**config.mk**
```make
export PLATFORM = sky130hd
export DESIGN_NAME = ahcr_fifo
export DESIGN_NICKNAME = d
export VERILOG_FILES = /design/src/design/ahcr_pkg.sv /design/src/design/ahcr_fifo.sv
export SDC_FILE = /design/constraint.sdc
export NUM_CORES = 1
export LEC_CHECK = 0
export BUFFER_PORTS_ARGS = -buffer_cell sky130_fd_sc_hd__buf_2
export CORE_MARGIN = 1.5
export CORE_UTILIZATION = 51
export CTS_CLUSTER_DIAMETER = 200
export DETAILED_ROUTE_END_ITERATION = 6
export MAX_ROUTING_LAYER = met4
export PLACE_DENSITY = 0.81
export SLEW_MARGIN = 5
export SYNTH_ARGS = -nofsm -noshare
export SYNTH_HDL_FRONTEND = slang
export SYNTH_SLANG_ARGS = --single-unit
```
**constraint.sdc**
```tcl
create_clock -name clk -period 2.3 [get_ports clk]
set_input_delay 0.115 -clock clk [delete_from_list [all_inputs] [get_ports clk]]
set_output_delay 0.115 -clock clk [all_outputs]
set_load 0.005 [all_outputs]
```
**src/design/ahcr_pkg.sv**
```systemverilog
package ahcr_pkg;

  localparam int PANEL_WIDTH_DEF = 14;
  localparam int ROWS            = 5;
  localparam int ANG_W           = 12;
  localparam int TAN_W           = 19;
  localparam int MAG_W           = 18;
  localparam int PL_W            = 12;
  localparam int COL_OUT_W       = 4;
  localparam int CHAR_W          = 8;
  localparam int FIFO_DEPTH      = 2;

  localparam int LINES_PER_CHAR  = 18;
  localparam int HALF_LINES      = 45;
  localparam int ALL_LINES       = 90;
  localparam int Q_SHIFT         = 12;

  localparam logic [38:0] RECIP_DIV10 = 39'd419431;
  localparam int          RECIP_SHIFT = 22;

  localparam logic [CHAR_W-1:0] GLYPH_LINE   = 8'h16;
  localparam logic [CHAR_W-1:0] GLYPH_TOP    = 8'h0e;
  localparam logic [CHAR_W-1:0] GLYPH_SIDE_L = 8'hb8;
  localparam logic [CHAR_W-1:0] GLYPH_SIDE_R = 8'hb9;
  localparam logic [CHAR_W-1:0] GLYPH_MID_L  = 8'hc8;
  localparam logic [CHAR_W-1:0] GLYPH_MID_R  = 8'hc9;
  localparam logic [CHAR_W-1:0] GLYPH_BLANK  = 8'h20;

  typedef struct packed {
    logic signed [TAN_W-1:0] tr;
    logic signed [PL_W-1:0]  pline;
  } att_t;

  // Tangent of whole degrees in Q12, saturated at 32.0.
  function automatic logic [MAG_W-1:0] tan_q12(input logic [6:0] idx);
    logic [MAG_W-1:0] v;
    unique case (idx)
      7'd0:  v = 18'd0;      7'd1:  v = 18'd71;     7'd2:  v = 18'd143;
      7'd3:  v = 18'd215;    7'd4:  v = 18'd286;    7'd5:  v = 18'd358;
      7'd6:  v = 18'd431;    7'd7:  v = 18'd503;    7'd8:  v = 18'd576;
      7'd9:  v = 18'd649;    7'd10: v = 18'd722;    7'd11: v = 18'd796;
      7'd12: v = 18'd871;    7'd13: v = 18'd946;    7'd14: v = 18'd1021;
      7'd15: v = 18'd1098;   7'd16: v = 18'd1175;   7'd17: v = 18'd1252;
      7'd18: v = 18'd1331;   7'd19: v = 18'd1410;   7'd20: v = 18'd1491;
      7'd21: v = 18'd1572;   7'd22: v = 18'd1655;   7'd23: v = 18'd1739;
      7'd24: v = 18'd1824;   7'd25: v = 18'd1910;   7'd26: v = 18'd1998;
      7'd27: v = 18'd2087;   7'd28: v = 18'd2178;   7'd29: v = 18'd2270;
      7'd30: v = 18'd2365;   7'd31: v = 18'd2461;   7'd32: v = 18'd2559;
      7'd33: v = 18'd2660;   7'd34: v = 18'd2763;   7'd35: v = 18'd2868;
      7'd36: v = 18'd2976;   7'd37: v = 18'd3087;   7'd38: v = 18'd3200;
      7'd39: v = 18'd3317;   7'd40: v = 18'd3437;   7'd41: v = 18'd3561;
      7'd42: v = 18'd3688;   7'd43: v = 18'd3820;   7'd44: v = 18'd3955;
      7'd45: v = 18'd4096;   7'd46: v = 18'd4242;   7'd47: v = 18'd4392;
      7'd48: v = 18'd4549;   7'd49: v = 18'd4712;   7'd50: v = 18'd4881;
      7'd51: v = 18'd5058;   7'd52: v = 18'd5243;   7'd53: v = 18'd5436;
      7'd54: v = 18'd5638;   7'd55: v = 18'd5850;   7'd56: v = 18'd6073;
      7'd57: v = 18'd6307;   7'd58: v = 18'd6555;   7'd59: v = 18'd6817;
      7'd60: v = 18'd7094;   7'd61: v = 18'd7389;   7'd62: v = 18'd7703;
      7'd63: v = 18'd8039;   7'd64: v = 18'd8398;   7'd65: v = 18'd8784;
      7'd66: v = 18'd9200;   7'd67: v = 18'd9650;   7'd68: v = 18'd10138;
      7'd69: v = 18'd10670;  7'd70: v = 18'd11254;  7'd71: v = 18'd11896;
      7'd72: v = 18'd12606;  7'd73: v = 18'd13397;  7'd74: v = 18'd14284;
      7'd75: v = 18'd15286;  7'd76: v = 18'd16428;  7'd77: v = 18'd17742;
      7'd78: v = 18'd19270;  7'd79: v = 18'd21072;  7'd80: v = 18'd23230;
      7'd81: v = 18'd25861;  7'd82: v = 18'd29145;  7'd83: v = 18'd33359;
      7'd84: v = 18'd38971;  7'd85: v = 18'd46817;  7'd86: v = 18'd58576;
      7'd87: v = 18'd78156;  7'd88: v = 18'd117294;
      default: v = 18'd131072;
    endcase
    return v;
  endfunction

endpackage

```
**src/design/ahcr_fifo.sv**
```systemverilog
module ahcr_fifo (
  input  logic           clk,
  input  logic           rst,
  input  logic           push_valid,
  output logic           push_ready,
  input  ahcr_pkg::att_t push_data,
  output logic           pop_valid,
  input  logic           pop,
  output ahcr_pkg::att_t pop_data
);
  import ahcr_pkg::*;

  localparam int PtrW = (FIFO_DEPTH > 1) ? $clog2(FIFO_DEPTH) : 1;
  localparam int CntW = $clog2(FIFO_DEPTH + 1);

  att_t            mem [FIFO_DEPTH];
  logic [PtrW-1:0] wr_ptr;
  logic [PtrW-1:0] rd_ptr;
  logic [CntW-1:0] count;
  logic            do_push;
  logic            do_pop;

  assign push_ready = (count != CntW'(FIFO_DEPTH));
  assign pop_valid  = (count != '0);
  assign do_push    = push_valid && push_ready;
  assign do_pop     = pop && pop_valid;
  assign pop_data   = mem[rd_ptr];

  always_ff @(posedge clk) begin
    if (rst) begin
      wr_ptr <= '0;
      rd_ptr <= '0;
      count  <= '0;
    end else begin
      if (do_push) begin
        wr_ptr <= (wr_ptr == PtrW'(FIFO_DEPTH - 1)) ? '0 : PtrW'(wr_ptr + 1'b1);
      end
      if (do_pop) begin
        rd_ptr <= (rd_ptr == PtrW'(FIFO_DEPTH - 1)) ? '0 : PtrW'(rd_ptr + 1'b1);
      end
      if (do_push && !do_pop) begin
        count <= CntW'(count + 1'b1);
      end else if (do_pop && !do_push) begin
        count <= CntW'(count - 1'b1);
      end
    end
  end

  always_ff @(posedge clk) begin
    if (do_push) begin
      mem[wr_ptr] <= push_data;
    end
  end

endmodule

```
After elaboration in Yosys (flattened, before gate mapping)
Memory sizes are Yosys's and may differ from the RTL's. A register that Yosys moved wholly into a read port is not among the register bits. Index checks and enable logic that the tools add are counted.

Bits in registers: 4. Latch bits: 0. RAM bits: 62. Bits in read-only memories: 0. Bits of input ports: 35. Output and inout port bits: 33. Word-level logic and storage cells: 25. Memories kept: 1.

Memory list: mem (depth 2, bits a word 31, rd ports 1, clocked after Yosys merged registers in 1, wr ports 1, line ahcr_fifo.sv:16) `att_t mem [FIFO_DEPTH];`.

Add/sub/neg operators: 4. Multipliers: 0. Div/mod/pow operators: 0. Magnitude comparators: 0. Eq/ne operators: 1. Shifts and indexed selects: 0. Mux-type cells: 8. Bitwise logic cells: 0. Reduce and logical (&&, ||, !) cells: 8.

Operator list (number): 1-bit 2-to-1 mux (6); 1-bit logical AND (4); 2-bit 2-to-1 mux (2); 2-bit nonzero test (2); 1-bit adder, second input constant (2); 2-bit by 1-bit adder with 2-bit output, second input constant (1); 1-bit zero test (2); 2-bit != test, second input constant (1); 2-bit by 1-bit subtractor with 2-bit output, second input constant (1).

Logic depth before layout (Yosys ltp)
Word-level depth: 6. Mapped depth: 6. Depth with buffers taken out: 6.

Least setup slack after synthesis
OpenSTA, ideal clock, no wires.

Path type: register to register. Start: register count[0]. End: memory mem[1][0] (netlist name) (enable). Setup time: 0.391 ns. Arrival time: 1.404 ns. Data required time: 1.909 ns. Slack: 0.505 ns. Stages on the path, launching flop included: 3. Period minus slack after synthesis: 1.795 ns. Cells stage by stage: dfxtp_1 > nand2b_1 > and3_1.

Longest elaborated chain between the ends: 4.

Ends and longest elaborated chain: start: declaration (line ahcr_fifo.sv:19) `logic [CntW-1:0] count;`; start signal: assignment (line ahcr_fifo.sv:42) `count <= CntW'(count + 1'b1);`; start signal: assignment (line ahcr_fifo.sv:44) `count <= CntW'(count - 1'b1);`; 2-bit != test (line ahcr_fifo.sv:23) `assign push_ready = (count != CntW'(FIFO_DEPTH));`; via push_ready (line ahcr_fifo.sv:5) `output logic push_ready,`; 1-bit logical AND (line ahcr_fifo.sv:25) `assign do_push = push_valid && push_ready;`; 1-bit 2-to-1 mux (line ahcr_fifo.sv:50) `if (do_push) begin`; 1-bit 2-to-1 mux (not written as such) (line ahcr_fifo.sv:51) `mem[wr_ptr] <= push_data;`; end: declaration (line ahcr_fifo.sv:16).

The timed path passes the listed nets, and every way through them passes these cells.

==> reports/results.tsv <==
metric	value	unit
Pins Over Slew Limit	0	
R2R depth	4	
Clk network pwr share	25.9	%
DR pass1 iterations	4	
htree depth	3	
Net Sw Power	0.8285	mW
DP Cell Count	243	
Peak VDD IR	0.7436	mV
# resized after CTS	0	
I/O Buffers	67	
die width	72.29	µm
Seq pwr share	49.6	%
Clock Pin Slew Worst Setup and Hold Paths	0.06	ns
crit end category	output pin	
first-pass GRT wire length	7120	µm
setup violators final	0	
synth unique cells	17	
Root Buffer	clkbuf_8	
RSZ-0062 raised after global routing	no	
critical path arrival	1.74	ns
Synth area leader	edfxtp_1	
clk sink count	67	
Rel. slew slack	65.94	%
Die ar.	5226	µm²
leakage	1.303	nW
Crit path required time	2.18	ns
Synth top cells by count	62 x edfxtp_1, 31 x mux2_2, 5 x dfxtp_1	
synthesis warning total	0	
Final Cell Area	3357	µm²
Gate power share	24.5	%
P_int	2.411	mW
post-synth top area share	76.03	%
# diodes	0	
total number of vias	1467	
Crit Path Class	flop to output pin	
asr flop ratio synth	0	%
DRT iter0 DRCs	101	
DP Area	2874	µm²
Stages on worst setup path	3	
sequential share of the synthesized area	80.12	%
pin count of the biggest net entering global routing	32	
Fin. Hold Viols	0	
final WL	4742	µm
Final WS setup	0.4450	ns
Final ANT Viol Nets	0	
top-count cell post-synth	edfxtp_1	
class of the worst hold path	input pin to flop	
Largest delay share family, worst path	flip-flops	
fin crit period	1.855	ns
pwr/cell area	965.1	nW/µm²
cell area after synthesis	2449	µm²
EDFF count, synth	62	
core area	4661	µm²
CP max stage delay	0.64	ns
Die Ht	72.29	µm
Synth Net Count	156	
buffer levels on the longest clock path	2	
Slew @ Worst Pin	0.5102	ns
GRT Residual Overflow	0	
Final Power	3.240	mW
Post-Syn Instances	120	
status	finished, final reports clean	
Hold Path Stages	2	
CP max FO	12	
I/O pin cnt	68	
Sw Share	25.57	%
final RePlAce weighted congestion	0.6920	
worst-skew pair later-pin latency	0.32	ns
Main synth FF type	edfxtp_1	
Post-layout nets	267	
Residual DRC	0	
WL per Instance	16.35	µm
GRT Total Usage	19.55	%
Placement Setup Slack	0.5987	ns
vias per cell	5.059	
Worst path slowest cell	dfxtp_1	
initial antenna violation count	0	
Max Fclk	539.1	MHz
share of layout cells above drive strength 1	50.00	%
vias in the first global route	1507	
post-synthesis average cell area	20.40	µm²
Worst Clk Skew	0.005073	ns
CTS Buf Count	9	
HPWL after DPL	3074	µm
num rows	25	
non-filler instance count after layout	290	
Initial Utilization	52.54	%
CP Cell Sequence	buf_4 -> mux2_2 -> buf_2	
top cells by area, synth	edfxtp_1 76%, mux2_2 14%, dfxtp_1 4.1%	
fillers	301	
TNS Setup	0	ns
CTS tree	built	
#FFs+latches synth	67	
maxcap violations	0	
Area Overhead vs Synth	37.10	%
Final Cycle Share	80.65	%
startpoint type of the worst setup path	flop	
WP buf/inv	2	
==> sequential cells by signal (all words and copies together) (netlist names), named ones only <==
name,flops
wr_ptr,1
rd_ptr,1
mem,62
count,2
==> layout by cell type (no fill, tap or decap), types with 3 or more instances in the layout <==
cell / instances
mux2_2: 31
buf_2: 67
clkbuf_8: 11
dfxtp_1: 5
xor2_1: 3
edfxtp_1: 62
clkbuf_1: 3
nor2_1: 3
dlygate4sd3_1: 31
buf_4: 5
==> metrics by stage <==
step / util [%] / hold WS (ns)
floorplan: - / 0.1841
global placement: 61.66 / 0.3030
detailed placement: 61.66 / 0.3061
CTS: 71.81 / 0.002107
global route: 72.03 / 0.001359
finish: 72.03 / 0.01985
==> final timing paths <==
kind	from	to	slack [ns]
worst max-delay path	flop	pop_data[25]	0.44
worst min-delay path	rst	count[0]	0.02
worst max register to register	count[0]	mem[0][6]	0.58
worst min register to register	rd_ptr	rd_ptr	0.52
==> power groups by stage <==
| stage | clock network, mW | logic, mW | registers, mW |
|---|---|---|---|
| 6_report | 0.840 | 0.794 | 1.61 |
| 5_1_grt | 0.912 | 0.858 | 1.63 |
| 4_1_cts | 0.862 | 0.803 | 1.61 |
| 3_5_place_dp | 0 | 0.755 | 1.63 |
| 3_3_place_gp | 0 | 0.716 | 1.62 |
| 2_1_floorplan | 0 | 0.461 | 1.59 |
==> cell type report <==
class / instances / area (µm²) / share of cell area (%)
repair buffers: 103 / 683.2 / 20.35
multi-input cells: 49 / 467.9 / 13.94
clock buffers: 14 / 162.7 / 4.845
inverters: 1 / 3.754 / 0.1118
clock inverters: 2 / 10.01 / 0.2982
flip-flops and latches: 67 / 1962 / 58.44
well taps: 54 / 67.56 / 2.013
==> worst reg2reg max path, delay by kind of cell, from the launching register on <==
| kind | cells | cell delay, ns |
|---|---|---|
| buf+inv | 2 | 0.67 |
| flops | 1 | 0.42 |
| simple gates | 2 | 0.34 |
==> cell families (layout without fill, tap and decap cells) <==
| group | after synthesis | in the layout | share of synthesized area (%) |
|---|---|---|---|
| compound gates | 5 | 5 | 1.226 |
| mux | 31 | 31 | 14.26 |
| simple gates | 9 | 9 | 2.045 |
| flops | 67 | 67 | 80.12 |
| xor+xnor | 3 | 3 | 1.073 |
| fa+ha+maj | 1 | 1 | 0.5109 |
| buf+inv | 4 | 120 | 0.7662 |
==> routing by layer <==
layer | vias up | share of wire (%) | GRT usage [%]
met5 | - | 0 | -
met4 | 0 | 1.3 | 7.547
met3 | 7 | 3.6 | 5.139
met2 | 41 | 55 | 33.85
met1 | 728 | 40 | 21.69
li1 | 691 | - | -
==> what timing repair did <==
action	4_1_cts	5_1_grt
hold buffers	30	1
endpoints found under the hold margin	60	2
setup buffers	0	0
Note: power is estimated with default switching activity, not from simulation.
