[src/design/ahcr_pkg.sv]
package ahcr_pkg;

  localparam int PANEL_WIDTH_DEF = 14;
  localparam int ROWS            = 5;
  localparam int ANG_W           = 12;
  localparam int TAN_W           = 19;
  localparam int MAG_W           = 18;
  localparam int PL_W            = 12;
  localparam int COL_OUT_W       = 4;
  localparam int CHAR_W          = 8;
  localparam int FIFO_DEPTH      = 2;

  localparam int LINES_PER_CHAR  = 18;
  localparam int HALF_LINES      = 45;
  localparam int ALL_LINES       = 90;
  localparam int Q_SHIFT         = 12;

  localparam logic [38:0] RECIP_DIV10 = 39'd419431;
  localparam int          RECIP_SHIFT = 22;

  localparam logic [CHAR_W-1:0] GLYPH_LINE   = 8'h16;
  localparam logic [CHAR_W-1:0] GLYPH_TOP    = 8'h0e;
  localparam logic [CHAR_W-1:0] GLYPH_SIDE_L = 8'hb8;
  localparam logic [CHAR_W-1:0] GLYPH_SIDE_R = 8'hb9;
  localparam logic [CHAR_W-1:0] GLYPH_MID_L  = 8'hc8;
  localparam logic [CHAR_W-1:0] GLYPH_MID_R  = 8'hc9;
  localparam logic [CHAR_W-1:0] GLYPH_BLANK  = 8'h20;

  typedef struct packed {
    logic signed [TAN_W-1:0] tr;
    logic signed [PL_W-1:0]  pline;
  } att_t;

  // Tangent of whole degrees in Q12, saturated at 32.0.
  function automatic logic [MAG_W-1:0] tan_q12(input logic [6:0] idx);
    logic [MAG_W-1:0] v;
    unique case (idx)
      7'd0:  v = 18'd0;      7'd1:  v = 18'd71;     7'd2:  v = 18'd143;
      7'd3:  v = 18'd215;    7'd4:  v = 18'd286;    7'd5:  v = 18'd358;
      7'd6:  v = 18'd431;    7'd7:  v = 18'd503;    7'd8:  v = 18'd576;
      7'd9:  v = 18'd649;    7'd10: v = 18'd722;    7'd11: v = 18'd796;
      7'd12: v = 18'd871;    7'd13: v = 18'd946;    7'd14: v = 18'd1021;
      7'd15: v = 18'd1098;   7'd16: v = 18'd1175;   7'd17: v = 18'd1252;
      7'd18: v = 18'd1331;   7'd19: v = 18'd1410;   7'd20: v = 18'd1491;
      7'd21: v = 18'd1572;   7'd22: v = 18'd1655;   7'd23: v = 18'd1739;
      7'd24: v = 18'd1824;   7'd25: v = 18'd1910;   7'd26: v = 18'd1998;
      7'd27: v = 18'd2087;   7'd28: v = 18'd2178;   7'd29: v = 18'd2270;
      7'd30: v = 18'd2365;   7'd31: v = 18'd2461;   7'd32: v = 18'd2559;
      7'd33: v = 18'd2660;   7'd34: v = 18'd2763;   7'd35: v = 18'd2868;
      7'd36: v = 18'd2976;   7'd37: v = 18'd3087;   7'd38: v = 18'd3200;
      7'd39: v = 18'd3317;   7'd40: v = 18'd3437;   7'd41: v = 18'd3561;
      7'd42: v = 18'd3688;   7'd43: v = 18'd3820;   7'd44: v = 18'd3955;
      7'd45: v = 18'd4096;   7'd46: v = 18'd4242;   7'd47: v = 18'd4392;
      7'd48: v = 18'd4549;   7'd49: v = 18'd4712;   7'd50: v = 18'd4881;
      7'd51: v = 18'd5058;   7'd52: v = 18'd5243;   7'd53: v = 18'd5436;
      7'd54: v = 18'd5638;   7'd55: v = 18'd5850;   7'd56: v = 18'd6073;
      7'd57: v = 18'd6307;   7'd58: v = 18'd6555;   7'd59: v = 18'd6817;
      7'd60: v = 18'd7094;   7'd61: v = 18'd7389;   7'd62: v = 18'd7703;
      7'd63: v = 18'd8039;   7'd64: v = 18'd8398;   7'd65: v = 18'd8784;
      7'd66: v = 18'd9200;   7'd67: v = 18'd9650;   7'd68: v = 18'd10138;
      7'd69: v = 18'd10670;  7'd70: v = 18'd11254;  7'd71: v = 18'd11896;
      7'd72: v = 18'd12606;  7'd73: v = 18'd13397;  7'd74: v = 18'd14284;
      7'd75: v = 18'd15286;  7'd76: v = 18'd16428;  7'd77: v = 18'd17742;
      7'd78: v = 18'd19270;  7'd79: v = 18'd21072;  7'd80: v = 18'd23230;
      7'd81: v = 18'd25861;  7'd82: v = 18'd29145;  7'd83: v = 18'd33359;
      7'd84: v = 18'd38971;  7'd85: v = 18'd46817;  7'd86: v = 18'd58576;
      7'd87: v = 18'd78156;  7'd88: v = 18'd117294;
      default: v = 18'd131072;
    endcase
    return v;
  endfunction

endpackage

[src/design/ahcr_back.sv]
module ahcr_back #(
  parameter int PANEL_WIDTH = ahcr_pkg::PANEL_WIDTH_DEF
) (
  input  logic                                 clk,
  input  logic                                 rst,
  input  logic                                 att_valid,
  output logic                                 att_pop,
  input  ahcr_pkg::att_t                       att,
  output logic                                 out_valid,
  input  logic                                 out_stall,
  output logic [ahcr_pkg::COL_OUT_W-1:0]       column_index,
  output logic [ahcr_pkg::CHAR_W-1:0]          char_row0,
  output logic [ahcr_pkg::CHAR_W-1:0]          char_row1,
  output logic [ahcr_pkg::CHAR_W-1:0]          char_row2,
  output logic [ahcr_pkg::CHAR_W-1:0]          char_row3,
  output logic [ahcr_pkg::CHAR_W-1:0]          char_row4,
  output logic                                 last_column
);
  import ahcr_pkg::*;

  localparam int Inner  = PANEL_WIDTH - 2;
  localparam int MidOff = Inner * Inner / 2 + Inner / 2;
  localparam int CW     = $clog2(PANEL_WIDTH);
  localparam int MidW   = $clog2(Inner * Inner + 1) + 2;
  localparam int ProdW  = TAN_W + MidW;
  localparam int NumW   = ((ProdW > 25) ? ProdW : 25) + 1;
  localparam int HW     = NumW - 1 - Q_SHIFT;

  logic                    adv;
  logic                    issue;
  logic                    at_last;
  logic                    load;

  logic                    cur_valid;
  logic signed [TAN_W-1:0] cur_tr;
  logic signed [PL_W-1:0]  cur_pterm;
  logic [CW-1:0]           col;
  logic signed [MidW-1:0]  mid;

  logic                    a_valid;
  logic [CW-1:0]           a_col;
  logic signed [ProdW-1:0] a_prod;
  logic signed [PL_W-1:0]  a_pterm;
  logic                    a_border;
  logic                    a_left;
  logic                    a_last;

  logic signed [NumW-1:0]  num;
  logic [HW-1:0]           hitw;
  logic                    hit_ok;
  logic [6:0]              h1;
  logic [6:0]              rem;
  logic [2:0]              row;
  logic [3:0]              sub;
  logic [CW+3:0]           colx;
  logic [CHAR_W-1:0]       ch [ROWS];

  assign adv     = !out_valid || !out_stall;
  assign issue   = adv && cur_valid;
  assign at_last = (col == CW'(PANEL_WIDTH - 1));
  assign load    = adv && (!cur_valid || at_last);
  assign att_pop = load && att_valid;

  always_ff @(posedge clk) begin
    if (rst) begin
      cur_valid <= 1'b0;
      a_valid   <= 1'b0;
      out_valid <= 1'b0;
    end else begin
      if (load) begin
        cur_valid <= att_valid;
      end
      if (adv) begin
        a_valid   <= issue;
        out_valid <= a_valid;
      end
    end
  end

  always_ff @(posedge clk) begin
    if (load && att_valid) begin
      cur_tr    <= att.tr;
      cur_pterm <= att.pline + PL_W'(HALF_LINES);
      col       <= '0;
      mid       <= MidW'(-MidOff);
    end else if (issue) begin
      col <= CW'(col + 1'b1);
      mid <= mid + MidW'(Inner);
    end
  end

  always_ff @(posedge clk) begin
    if (adv) begin
      a_col    <= col;
      a_prod   <= ProdW'(cur_tr) * ProdW'(mid);
      a_pterm  <= cur_pterm;
      a_border <= (col == '0) || at_last;
      a_left   <= (col == '0);
      a_last   <= at_last;
    end
  end

  always_comb begin
    num    = NumW'(a_prod) + (NumW'(a_pterm) <<< Q_SHIFT);
    hitw   = num[NumW-2:Q_SHIFT];
    hit_ok = !num[NumW-1] && (hitw != '0) && (hitw < HW'(ALL_LINES));
    h1     = hitw[6:0] - 7'd1;
    priority if (h1 >= 7'(4 * LINES_PER_CHAR)) begin
      row = 3'd0;
      rem = h1 - 7'(4 * LINES_PER_CHAR);
    end else if (h1 >= 7'(3 * LINES_PER_CHAR)) begin
      row = 3'd1;
      rem = h1 - 7'(3 * LINES_PER_CHAR);
    end else if (h1 >= 7'(2 * LINES_PER_CHAR)) begin
      row = 3'd2;
      rem = h1 - 7'(2 * LINES_PER_CHAR);
    end else if (h1 >= 7'(LINES_PER_CHAR)) begin
      row = 3'd3;
      rem = h1 - 7'(LINES_PER_CHAR);
    end else begin
      row = 3'd4;
      rem = h1;
    end
    sub = rem[4:1];
    for (int k = 0; k < ROWS; k++) begin
      if (a_border) begin
        ch[k] = a_left ? GLYPH_SIDE_L : GLYPH_SIDE_R;
        if (k == ROWS / 2) begin
          ch[k] = a_left ? GLYPH_MID_L : GLYPH_MID_R;
        end
      end else if (hit_ok && (3'(k) == row)) begin
        ch[k] = GLYPH_LINE + CHAR_W'(sub);
      end else if (hit_ok && (sub == 4'd8) && (3'(k + 1) == row)) begin
        // The top glyph sits in the row above; on the top row it is dropped.
        ch[k] = GLYPH_TOP;
      end else begin
        ch[k] = GLYPH_BLANK;
      end
    end
    colx = {4'b0000, a_col};
  end

  always_ff @(posedge clk) begin
    if (adv) begin
      column_index <= colx[COL_OUT_W-1:0];
      char_row0    <= ch[0];
      char_row1    <= ch[1];
      char_row2    <= ch[2];
      char_row3    <= ch[3];
      char_row4    <= ch[4];
      last_column  <= a_last;
    end
  end

endmodule

[config.mk]
export PLATFORM = sky130hd
export DESIGN_NAME = ahcr_back
export DESIGN_NICKNAME = d
export VERILOG_FILES = /design/src/design/ahcr_pkg.sv /design/src/design/ahcr_back.sv
export SDC_FILE = /design/constraint.sdc
export NUM_CORES = 1
export LEC_CHECK = 0
export BUFFER_PORTS_ARGS = -buffer_cell sky130_fd_sc_hd__buf_2
export CAP_MARGIN = 20
export CORE_AREA = 2 2 134 136
export CTS_CLUSTER_SIZE = 20
export DETAILED_ROUTE_END_ITERATION = 8
export DIE_AREA = 0 0 136 138
export GPL_TIMING_DRIVEN = 1
export PLACE_DENSITY = 0.87
export SLEW_MARGIN = 20
export SYNTH_ARGS = -nofsm -noshare
export SYNTH_HDL_FRONTEND = slang
export SYNTH_SLANG_ARGS = --single-unit
[constraint.sdc]
create_clock -name clk -period 14.08 [get_ports clk]
set_input_delay 1.408 -clock clk [delete_from_list [all_inputs] [get_ports clk]]
set_output_delay 1.408 -clock clk [all_outputs]
set_load 0.01 [all_outputs]
## Word level (Yosys, flattened, before mapping)

Index checks and enable logic that the tools add are counted.

- Logic and storage cells: 94
- Output and inout port bits: 47
- Flip-flop bits (word level): 141

- Add/subtract/negate cells: 10
- $mul: 1
- Reduce and logical (&&, ||, !) cells: 26
- Magnitude comparators: 5
- Multiplexer cells: 25
- Equal/unequal tests: 7

Operator list:

| cell | number |
|---|---|
| two-way mux 6 bit | 10 |
| two-way mux 8 bit | 5 |
| adder 29 x 24 -> 30 bit | 1 |
| multiplier 19 x 10 -> 29 bit | 1 |
| two-way mux 5 bit | 4 |
| less-than comparator 17 x 7 -> 1 bit (second input constant) | 1 |
| nonzero test 17 bit | 1 |
| logical AND 1 bit | 16 |
| >= comparator 7 x 6 -> 1 bit (second input constant) | 2 |
| adder 12 x 7 -> 12 bit (second input constant) | 1 |
| two-way mux 3 bit | 4 |
| adder 10 x 5 -> 10 bit (second input constant) | 1 |
| subtractor 5 bit (second input constant) | 2 |
| == test 4 bit (second input constant) | 2 |
| >= comparator 7 x 5 -> 1 bit (second input constant) | 1 |
| >= comparator 7 bit (second input constant) | 1 |
| subtractor 7 x 1 -> 7 bit (second input constant) | 1 |
| adder 5 x 4 -> 6 bit (first input constant) | 1 |
| == test 2 x 3 -> 1 bit (first input constant) | 2 |
| == test 3 bit (first input constant) | 2 |
| subtractor 5 x 3 -> 5 bit (second input constant) | 1 |
| subtractor 5 x 4 -> 5 bit (second input constant) | 1 |
| adder 4 x 1 -> 4 bit (second input constant) | 1 |
| logical NOT 1 bit | 4 |
| 5 further kinds | 8 |

## Depth between registers and ports, before layout

Gate-level depths: netlist of the first run.

- Depth after elaboration: 13
- Gate-level depth with buffers: 24
- Depth with buffers taken out: 23

## Least setup slack after synthesis of the first run

Ideal clock, no wire load.

- Path kind: reg2reg
- From: register mid[9]
- To: register a_prod[26] (data pin)
- Data required time: 13.819 ns
- Slack: 8.446 ns
- Setup time: 0.261 ns
- Arrival: 5.374 ns
- Cell stages (with the launch flop): 21
- Path buffers: 2
- Path through: dfxtp_1 -> clkbuf_1 -> inv_1 -> clkbuf_1 -> nor2_1 -> fa_1 -> fa_1 -> fa_1 -> fa_1 -> fa_1 -> ha_1 -> a21o_1 -> a21oi_1 -> o21bai_1 -> a21oi_1 -> o31ai_1 -> a41o_1 -> a21boi_0 -> o21ai_0 -> a211oi_1 -> nor2_1

- Longest elaborated chain between the ends: 1

Ends and longest elaborated chain:

| what | line | text |
|---|---|---|
| from (decl) | ahcr_back.sv:38 | `logic signed [MidW-1:0] mid;` |
| from (signal assigned) | ahcr_back.sv:85 | `mid <= MidW'(-MidOff);` |
| from (signal assigned) | ahcr_back.sv:88 | `mid <= mid + MidW'(Inner);` |
| multiplier 19 x 10 -> 29 bit | ahcr_back.sv:95 | `a_prod <= ProdW'(cur_tr) * ProdW'(mid);` |
| to (signal assigned) | ahcr_back.sv:95 |  |
| to (decl) | ahcr_back.sv:42 | `logic signed [ProdW-1:0] a_prod;` |

No other way between the ends.
A chain may end at the register's enable or synchronous reset.

## Worst setup path after layout of the first run

- From: register mid[6]
- To: register a_prod[26] (data pin)

The elaborated chain is that of the path after synthesis.

==> out/results.ini, run 1 <==
[status]
status=complete, no violations

[setup_path]
end_kind=flip-flop
path_cells=nand2_1 -> fa_1 -> inv_1 -> fa_1 -> fa_1 -> fa_1 -> fa_1 -> ha_1 -> a21o_1 -> a21oi_1 -> o21bai_1 -> a21oi_1 -> o31ai_1 -> a41o_1 -> a21boi_0 -> o21ai_0 -> a211oi_1 -> nor2_1
critical_path.max_fanout=22
r2r_cells=18
path_delay_family=adder cells
reg2reg_from=mid[6]
critPathRequiredTime_ns=14.25
crit_top_cell=fa_1
rrSetupSlack_ns=7.78
critPathSlowestCell=dfxtp_1
worstReg2RegEnd=a_prod[26]
cpPeakStageDelay_ns=0.82
start_kind=flip-flop
crit_type=flip-flop to flip-flop
cp.arrival_ns=6.48
cp.buffers_inverters=1

[sta]
fin_skew_ns=0.0191
period_minus_slack_ns=6.30
worstMarginPinSlew_ns=0.883
finalHoldViolCount=0
drv_slew=0
rsz0062_at_grt=no
period_share_pct=44.8
setup_viol=0
tns_ns=0
slew-limit-headroom_pct=41.1
fmax_mhz=159

[hold_path]
holdPathStages=0
min_from=cur_pterm[3]
whs_endpoint=a_pterm[3]
hold_class=flip-flop to flip-flop

[detailed_routing]
via_per_inst=5.78
vias=8293
wl_met1_um=9650
wl_per_cell_um=17.4
drt-initial-drc-count=578
met3RoutedLength_um=1550
wl_met2_um=13100
dr.max_layer_used=met4
first_pass_iters=5
drc=0
routed_wl_um=25000
ant_nets=0

[die]
boundaryPins=82
die-area_mm2=0.0188
die_x_um=136
initial_core_util_pct=66.2
die_y_um=138
row_count=49
core_area_mm2=0.0175

[clock_network]
clk_pin_slew_worst_paths_ns=0.07
cts_tree=yes
clk-insertion-delay-late_ns=0.44
h-tree-depth=4
hold_buffers=0
cts_setup_buffers=0
cts_buffer_depth=2
cts_resized=0
root_buffer=clkbuf_16
cts_buffers=17
cts_sinks=118

[logic_synthesis]
ys.flop_type=edfxtp_1
synth_top_cell_by_area=edfxtp_1
synth_common_cells=inv_1, fa_1, nand2_1
synth_cell_types=86
synth-warning-count=0
synth_area_per_cell_um2=10.3
async_flop_share_pct=0
synth_area_mm2=0.0116
ys_ff_latch=118
yosys-top-cells-area=edfxtp_1, fa_1, ha_1, inv_1, nand2_1
synth_most_common_cell=inv_1
synthesis.instances=1132
synth-edff-count=103
yosysSeqAreaShare_pct=29.2
netlist.area_leader.share_pct=26.6

[placed_design]
numPortBuffers=77
dp_hpwl_um=18200
place.gp.congestion=0.931

[global_route]
grt_first_pass_wirelength_um=41400
antenna_found_initial=0
grt_overflow=0
grt_max_degree=76
grt_usage_pct=28.2
grt_pass1_vias=8615

[cells_and_area]
n_antenna_cell=0
layout-drive-gt1-share_pct=12.4
fin_nets=1459
area_delta_synth_final_pct=9.42

[flow_run]
max_cap_viol_count=0

## worst max-delay path by stage
stage                      start         end  slack (ns)  depth (start not counted)
after detailed placement  mid[5]  a_prod[26]        8.04                         18
after global routing      mid[6]  a_prod[26]        7.55                         18
after CTS                 mid[6]  a_prod[26]        7.92                         18
final                     mid[6]  a_prod[26]        7.78                         18
after floorplan           mid[9]  a_prod[26]        8.45                         20
after global placement    mid[5]  a_prod[26]        8.23                         18
## metal layers
| layer | GRT usage (%) | up-vias |
|---|---|---|
| met5 | 0 | - |
| met4 | 10.2 | 0 |
| met2 | 49.7 | 355 |
| li1 | - | 3814 |
| met1 | 34.6 | 4058 |
| met3 | 4.95 | 66 |
## state kept, by name (all words and copies together) (netlist names), 4 cells and up
signal and cells:
cur_tr 19, a_prod 17, a_pterm 12, cur_pterm 12, mid 8, char_row2 7, char_row0 6, char_row1 6
char_row3 6, char_row4 6, a_col 4, col 4, column_index 4
## stage by stage
stage / area (um2) / hold slack [ns] / worst slack [ns] / util [%] / std cells
finish: 12700 / 0.410 / 7.78 / 72.5 / 1435
global route: 12700 / 0.413 / 7.55 / 72.5 / 1435
CTS: 12700 / 0.413 / 7.92 / 72.5 / 1435
detailed placement: 12100 / 0.405 / 8.04 / 69.2 / 1403
global placement: 12100 / 0.402 / 8.23 / 69.2 / 1403
floorplan: 11600 / 0.400 / 8.45 / - / 1135
## cells by family after synthesis
kind of cell    Yosys count  share of synthesized area (%)
flops                   118                           29.2
compound gates          157                           9.34
fa+ha+maj               231                           33.9
simple gates            331                           14.9
buf+inv                 239                           8.02
xor+xnor                 53                           4.32
mux                       2                          0.280
other cells               1                         0.0323
## worst register-to-register path, delay by kind of cell, from the launching register on
kind / cells / cell delay (ns)
simple gates: 2 / 0.28
flops: 1 / 0.82
buf+inv: 1 / 0.05
compound gates: 9 / 2.00
fa+ha+maj: 6 / 2.90
## placed cells by master (no fill, tap or decap), types with 17 or more instances in the layout
cell type	Yosys	final
a21oi_1	44	44
clkbuf_16	0	17
fa_1	140	140
and2_1	60	60
ha_1	91	91
edfxtp_1	103	103
o21ai_0	18	18
inv_1	195	195
nand2_1	122	121
buf_2	0	77
nor2_1	56	56
xnor2_1	39	39
## area by class of cell
cell class	count	area [um2]
multi-input cells	778	7300
flip-flops and latches	118	3390
fillers	1169	4830
inverters	199	747
clock inverters	15	151
well taps	229	287
repair buffers	79	400
clock buffers	17	425
Power of run 1 is left out: the tool's default activity adds up to more than one toggle a clock period on the data nets, which glitch-free logic cannot reach.
==> run 2, diff against run 1 <==
--- a/config.mk
+++ b/config.mk
@@ -7,12 +7,12 @@
 export LEC_CHECK = 0
 export BUFFER_PORTS_ARGS = -buffer_cell sky130_fd_sc_hd__buf_2
 export CAP_MARGIN = 20
-export CORE_AREA = 2 2 134 136
+export CORE_AREA = 2 2 146 148
 export CTS_CLUSTER_SIZE = 20
 export DETAILED_ROUTE_END_ITERATION = 8
-export DIE_AREA = 0 0 136 138
+export DIE_AREA = 0 0 148 150
 export GPL_TIMING_DRIVEN = 1
-export PLACE_DENSITY = 0.87
+export PLACE_DENSITY = 0.78
 export SLEW_MARGIN = 20
 export SYNTH_ARGS = -nofsm -noshare
 export SYNTH_HDL_FRONTEND = slang
==> constraint.sdc (replaced) <==
create_clock -name clk -period 5.5 [get_ports clk]
set_input_delay 0.55 -clock clk [delete_from_list [all_inputs] [get_ports clk]]
set_output_delay 0.55 -clock clk [all_outputs]
set_load 0.01 [all_outputs]
==> out/results.ini, run 2 (synthesis gave the netlist of run 1 again) <==
[status]
status=complete, no violations

[sta]
worstMarginPinSlew_ns=0.877  ; -0.00625 ns
rsz0062_at_grt=yes
fmax_mhz=188  ; +18%
setup_viol=0  ; unchanged
period_minus_slack_ns=5.32  ; -0.981 ns
period_share_pct=96.7  ; +52 points
drv_slew=0  ; unchanged
slew-limit-headroom_pct=41.5  ; +0.42 points
fin_skew_ns=0.0101  ; -0.00907 ns
finalHoldViolCount=0  ; unchanged

[setup_path]
r2r_cells=21  ; +3
critPathRequiredTime_ns=5.66  ; -8.59 ns
cp.arrival_ns=5.48  ; -1.00 ns
reg2reg_from=cur_tr[2]
start_kind=flip-flop
crit_start=cur_tr[2]
end_kind=flip-flop
worstReg2RegEnd=a_prod[28]
crit_type=flip-flop to flip-flop
worstSetupEndpoint=a_prod[28]
rrSetupSlack_ns=0.18  ; -7.60 ns
critical_path.max_fanout=7  ; -68%

[cells_and_area]
ff_latch_area_mm2=0.00340  ; +0.29%
n_antenna_cell=0  ; unchanged
area_delta_synth_final_pct=12.5
final_common_cell=inv_1
multi_input_area_mm2=0.00733  ; +0.41%
fill_cells=1670  ; +43%
largest-register=cur_tr
layout_common_cells=inv_1, fa_1, nand2_1
layout-drive-gt1-share_pct=16.2  ; +3.8 points
reg_top3=cur_tr: 19 flops, a_prod: 17 flops
largest_reg_flops=19  ; unchanged
fin_nets=1494  ; +2.4%
fin_cells=1516  ; +5.6%

[detailed_routing]
routed_wl_um=22300  ; -11%
first_pass_iters=5  ; unchanged
vias=7993  ; -3.6%
wl_per_cell_um=14.7  ; -15%
drt-initial-drc-count=337  ; -42%
drc=0  ; unchanged
ant_nets=0  ; unchanged
via_per_inst=5.27  ; -8.8%

[die]
boundaryPins=82  ; unchanged
die_x_um=148  ; +8.8%
row_count=53  ; +8.2%
core_area_mm2=0.0207  ; +18%
initial_core_util_pct=56.1  ; -10 points
die_y_um=150  ; +8.7%
die-area_mm2=0.0222  ; +18%

[flow_run]
max_cap_viol_count=0  ; unchanged

[clock_network]
cts_tree=yes
cts_buffer_depth=2  ; unchanged
h-tree-depth=4  ; unchanged
cts_sinks=118  ; unchanged
clk_pin_slew_worst_paths_ns=0.07  ; about the same
cts_buffers=17  ; unchanged
clk-insertion-delay-late_ns=0.42  ; -0.02 ns
hold_buffers=0  ; unchanged
root_buffer=clkbuf_16

[placed_design]
dp.cells=1469  ; +4.7%
numPortBuffers=77  ; unchanged
dp_hpwl_um=17500  ; -3.9%
place.gp.congestion=0.888  ; -4.5%

[global_route]
gr-usage-met1_pct=27.1  ; -7.6 points
antenna_found_initial=0  ; unchanged
grt_pass1_vias=8093  ; -6.1%
grt_usage_pct=21.1  ; -7.1 points
grt_first_pass_wirelength_um=37400  ; -9.7%
grt_busiest_layer=met2
grt_overflow=0  ; unchanged
grtUsageMet3_pct=3.84  ; -1.1 points
use_met2_pct=36.3  ; -13 points
grt_max_degree=76  ; unchanged

[hold_path]
hold_class=primary input to flip-flop

run 2: cell count changes in the layout (fill, tap and decap cells not counted), sizes merged:
cell / delta
clkinvlp: +1
clkinv: -2
inv: +1
buf: +35
run 2: timing repair:
| action | CTS | global route |
|---|---|---|
| endpoints found under the hold margin | 0 | 0 |
| setup buffers | 0 | 15 |
| endpoints found under the setup margin | 0 | 7 |
| resized for setup | 0 | 21 |
run 2: routing by layer:
layer	vias up	routed length (um)
li1	3869	-
met1	3877	9600
met2	206	11200
met3	41	1010
met4	0	515
met5	-	0
run 2: stage by stage:
step | setup WS, ns | setup TNS [ns] | utilization, % | area [um2] | hold WS [ns]
CTS | 0.0340 | 0 | 62.3 | 12900 | 0.288
floorplan | 0.0190 | 0 | - | 11600 | 0.400
global route | -0.0272 | -0.0497 | 63.1 | 13100 | 0.280
detailed placement | 0.0561 | 0 | 59.6 | 12300 | 0.405
finish | 0.180 | 0 | 63.1 | 13100 | 0.298
global placement | 0.195 | 0 | 59.6 | 12300 | 0.401
run 2: final cells by class:
class | count | area share [%]
inverter | 199 | 5.72
clock buffer | 17 | 3.26
clock inverter | 15 | 1.04
timing repair buffer | 114 | 5.14
multi-input combinational | 778 | 56.2
sequential | 118 | 26.1
tap | 275 | 2.63
run 2: worst min path at each step:
stage	startpoint	end	cells after the start
3_3_place_gp	cur_pterm[0]	a_pterm[0]	0
4_1_cts	att[18]	cur_tr[6]	1
6_report	att[18]	cur_tr[6]	1
3_5_place_dp	cur_pterm[1]	a_pterm[1]	0
2_1_floorplan	cur_pterm[0]	a_pterm[0]	0
5_1_grt	att[18]	cur_tr[6]	1
run 2: worst max-delay path, cell delays in order, from the launching register on:
cell and delay, ns:
edfxtp_1 0.51, buf_4 0.19, buf_4 0.12, and2_1 0.16, fa_1 0.40, fa_1 0.49, ha_1 0.29, inv_1 0.05
fa_1 0.53, inv_1 0.04, ha_1 0.28, ha_1 0.28, a41oi_1 0.10, o21ai_1 0.17, nand2_1 0.13, o31ai_2 0.34
a41o_1 0.30, nand3_1 0.09, a21boi_1 0.22, o21a_1 0.18, nor2_2 0.04, xnor2_1 0.11
Power of run 2 is left out for the same reason.
==> run 3, diff against run 2 <==
--- a/config.mk
+++ b/config.mk
@@ -6,13 +6,12 @@
 export NUM_CORES = 1
 export LEC_CHECK = 0
 export BUFFER_PORTS_ARGS = -buffer_cell sky130_fd_sc_hd__buf_2
-export CAP_MARGIN = 20
-export CORE_AREA = 2 2 146 148
+export CORE_AREA = 2 2 139 141
 export CTS_CLUSTER_SIZE = 20
 export DETAILED_ROUTE_END_ITERATION = 8
-export DIE_AREA = 0 0 148 150
+export DIE_AREA = 0 0 141 143
 export GPL_TIMING_DRIVEN = 1
-export PLACE_DENSITY = 0.78
+export PLACE_DENSITY = 0.82
 export SLEW_MARGIN = 20
 export SYNTH_ARGS = -nofsm -noshare
 export SYNTH_HDL_FRONTEND = slang
==> constraint.sdc (replaced) <==
create_clock -name clk -period 5.6 [get_ports clk]
set_input_delay 0.56 -clock clk [delete_from_list [all_inputs] [get_ports clk]]
set_output_delay 0.56 -clock clk [all_outputs]
set_load 0.01 [all_outputs]
==> out/results.ini, run 3 (synthesis gave the netlist of run 1 again) <==
[setup_path]
rrSetupSlack_ns=0.20  ; +0.02 ns
critPathRequiredTime_ns=5.77  ; +0.11 ns
start_kind=flip-flop
critical_path.max_fanout=8  ; +1
cp.arrival_ns=5.57  ; +0.09 ns
end_kind=flip-flop
crit_type=flip-flop to flip-flop

[die]
die-area_mm2=0.0202  ; -9.2%
row_count=50  ; -5.7%
boundaryPins=82  ; unchanged
core_area_mm2=0.0186  ; -10%
die_x_um=141  ; -4.7%
die_y_um=143  ; -4.7%
initial_core_util_pct=62.5  ; +6.4 points

[detailed_routing]
via_per_inst=5.56  ; +5.5%
wl_per_cell_um=16.3  ; +11%
drc=0  ; unchanged
ant_nets=0  ; unchanged
routed_wl_um=23900  ; +7.2%
first_pass_iters=7  ; +2
drt-initial-drc-count=410  ; +22%
vias=8156  ; +2.0%

[status]
status=complete, no violations

[cells_and_area]
fill_cells=1268  ; -24%
ff_latch_area_mm2=0.00340  ; -0.15%
reg_top3=cur_tr: 19 flops, a_prod: 17 flops
final_common_cell=inv_1
n_antenna_cell=0  ; unchanged
final_area_mm2=0.0129  ; -0.99%
fin_nets=1485  ; -0.60%
largest_reg_flops=19  ; unchanged
fin_cells=1466  ; -3.3%
multi_input_area_mm2=0.00731  ; -0.26%
layout_common_cells=inv_1, fa_1, nand2_1
layout-drive-gt1-share_pct=14.8  ; -1.4 points
largest-register=cur_tr
area_delta_synth_final_pct=11.3

[clock_network]
cts_buffers=17  ; unchanged
hold_buffers=0  ; unchanged
clk-insertion-delay-late_ns=0.43  ; about the same
cts_buffer_depth=2  ; unchanged
clk_pin_slew_worst_paths_ns=0.06  ; about the same
root_buffer=clkbuf_16
cts_sinks=118  ; unchanged
cts_tree=yes
h-tree-depth=4  ; unchanged

[placed_design]
dp_hpwl_um=18400  ; +4.9%
placement.cell_area_mm2=0.0123  ; -0.66%
numPortBuffers=77  ; unchanged
dp.cells=1424  ; -3.1%
place.gp.congestion=0.915  ; +3.0%

[global_route]
grt_max_degree=76  ; unchanged
grt_first_pass_wirelength_um=39600  ; +6.0%
gr-usage-met1_pct=30.2  ; +3.2 points
grtUsageMet3_pct=5.06  ; +1.2 points
antenna_found_initial=0  ; unchanged
grt_usage_pct=25.0  ; +4.0 points
use_met2_pct=45.0  ; +8.7 points
grt_overflow=0  ; unchanged
grt_pass1_vias=8472  ; +4.7%
grt_busiest_layer=met2

[sta]
holdWs_ns=0.303  ; +0.00476 ns
fin_skew_ns=0.00718  ; -0.00288 ns
worstMarginPinSlew_ns=0.863  ; -0.0140 ns
period_share_pct=96.4  ; -0.33 points
finalHoldViolCount=0  ; unchanged
fmax_mhz=185  ; -1.5%
period_minus_slack_ns=5.40  ; +0.0785 ns
slew-limit-headroom_pct=42.5  ; +0.94 points
setup_viol=0  ; unchanged
drv_slew=0  ; unchanged
tns_ns=0  ; unchanged

[hold_path]
hold_class=primary input to flip-flop

[flow_run]
max_cap_viol_count=0  ; unchanged

-- run 3: changes by cell type in the layout (fill, tap and decap cells not counted), moves of 2 or more --
cell / change
and2_4: -3
dfxtp_1: +2
nor2_2: -3
and2_1: +3
clkinv_8: +2
nor2_1: +3
buf_4: -8
-- run 3: timing repair --
action	CTS	global route
setup buffers	0	10
endpoints found under the setup margin	0	5
resized for setup	0	10
-- run 3: final timing paths --
| kind | to | from | cells past startpoint |
|---|---|---|---|
| worst max-delay path | a_prod[28] | cur_tr[5] | 20 |
| worst min-delay path | cur_tr[5] | att[17] | 1 |
| worst max register to register | a_prod[28] | cur_tr[5] | 20 |
| worst min register to register | a_pterm[9] | cur_pterm[9] | 0 |
-- run 3: critical path, cell delays in order, from the launching register on --
cell and delay (ns):
edfxtp_1 0.48, and2_1 0.23, fa_1 0.55, fa_1 0.44
fa_1 0.55, inv_1 0.06, fa_1 0.54, inv_1 0.05
ha_1 0.29, ha_1 0.33, a21o_1 0.20, a21oi_2 0.15
o21bai_1 0.09, a21oi_1 0.19, o31ai_2 0.12, a41o_1 0.29
nand3_1 0.09, a21boi_1 0.10, o21a_1 0.20, nor2_1 0.11
xnor2_1 0.09
-- run 3: cell type report --
class	instances	share of cell area (%)
clock buffers	17	3.29
clock inverters	15	1.19
inverters	199	5.78
multi-input cells	778	56.6
flip-flops and latches	118	26.3
well taps	234	2.26
repair buffers	105	4.63
-- run 3: metrics by stage --
| stage | setup slack (ns) | utilization [%] |
|---|---|---|
| CTS | 0.0367 | 69.1 |
| global route | -0.0208 | 69.6 |
| finish | 0.201 | 69.6 |
| detailed placement | 0.0760 | 66.0 |
| floorplan | 0.0199 | - |
| global placement | 0.242 | 66.0 |
-- run 3: per-layer routing --
layer	up-vias	share of wire, %
met5	-	0
met1	3971	40
li1	3865	-
met4	0	2.7
met2	264	52
met3	56	5.7
Power of run 3 is left out for the same reason.
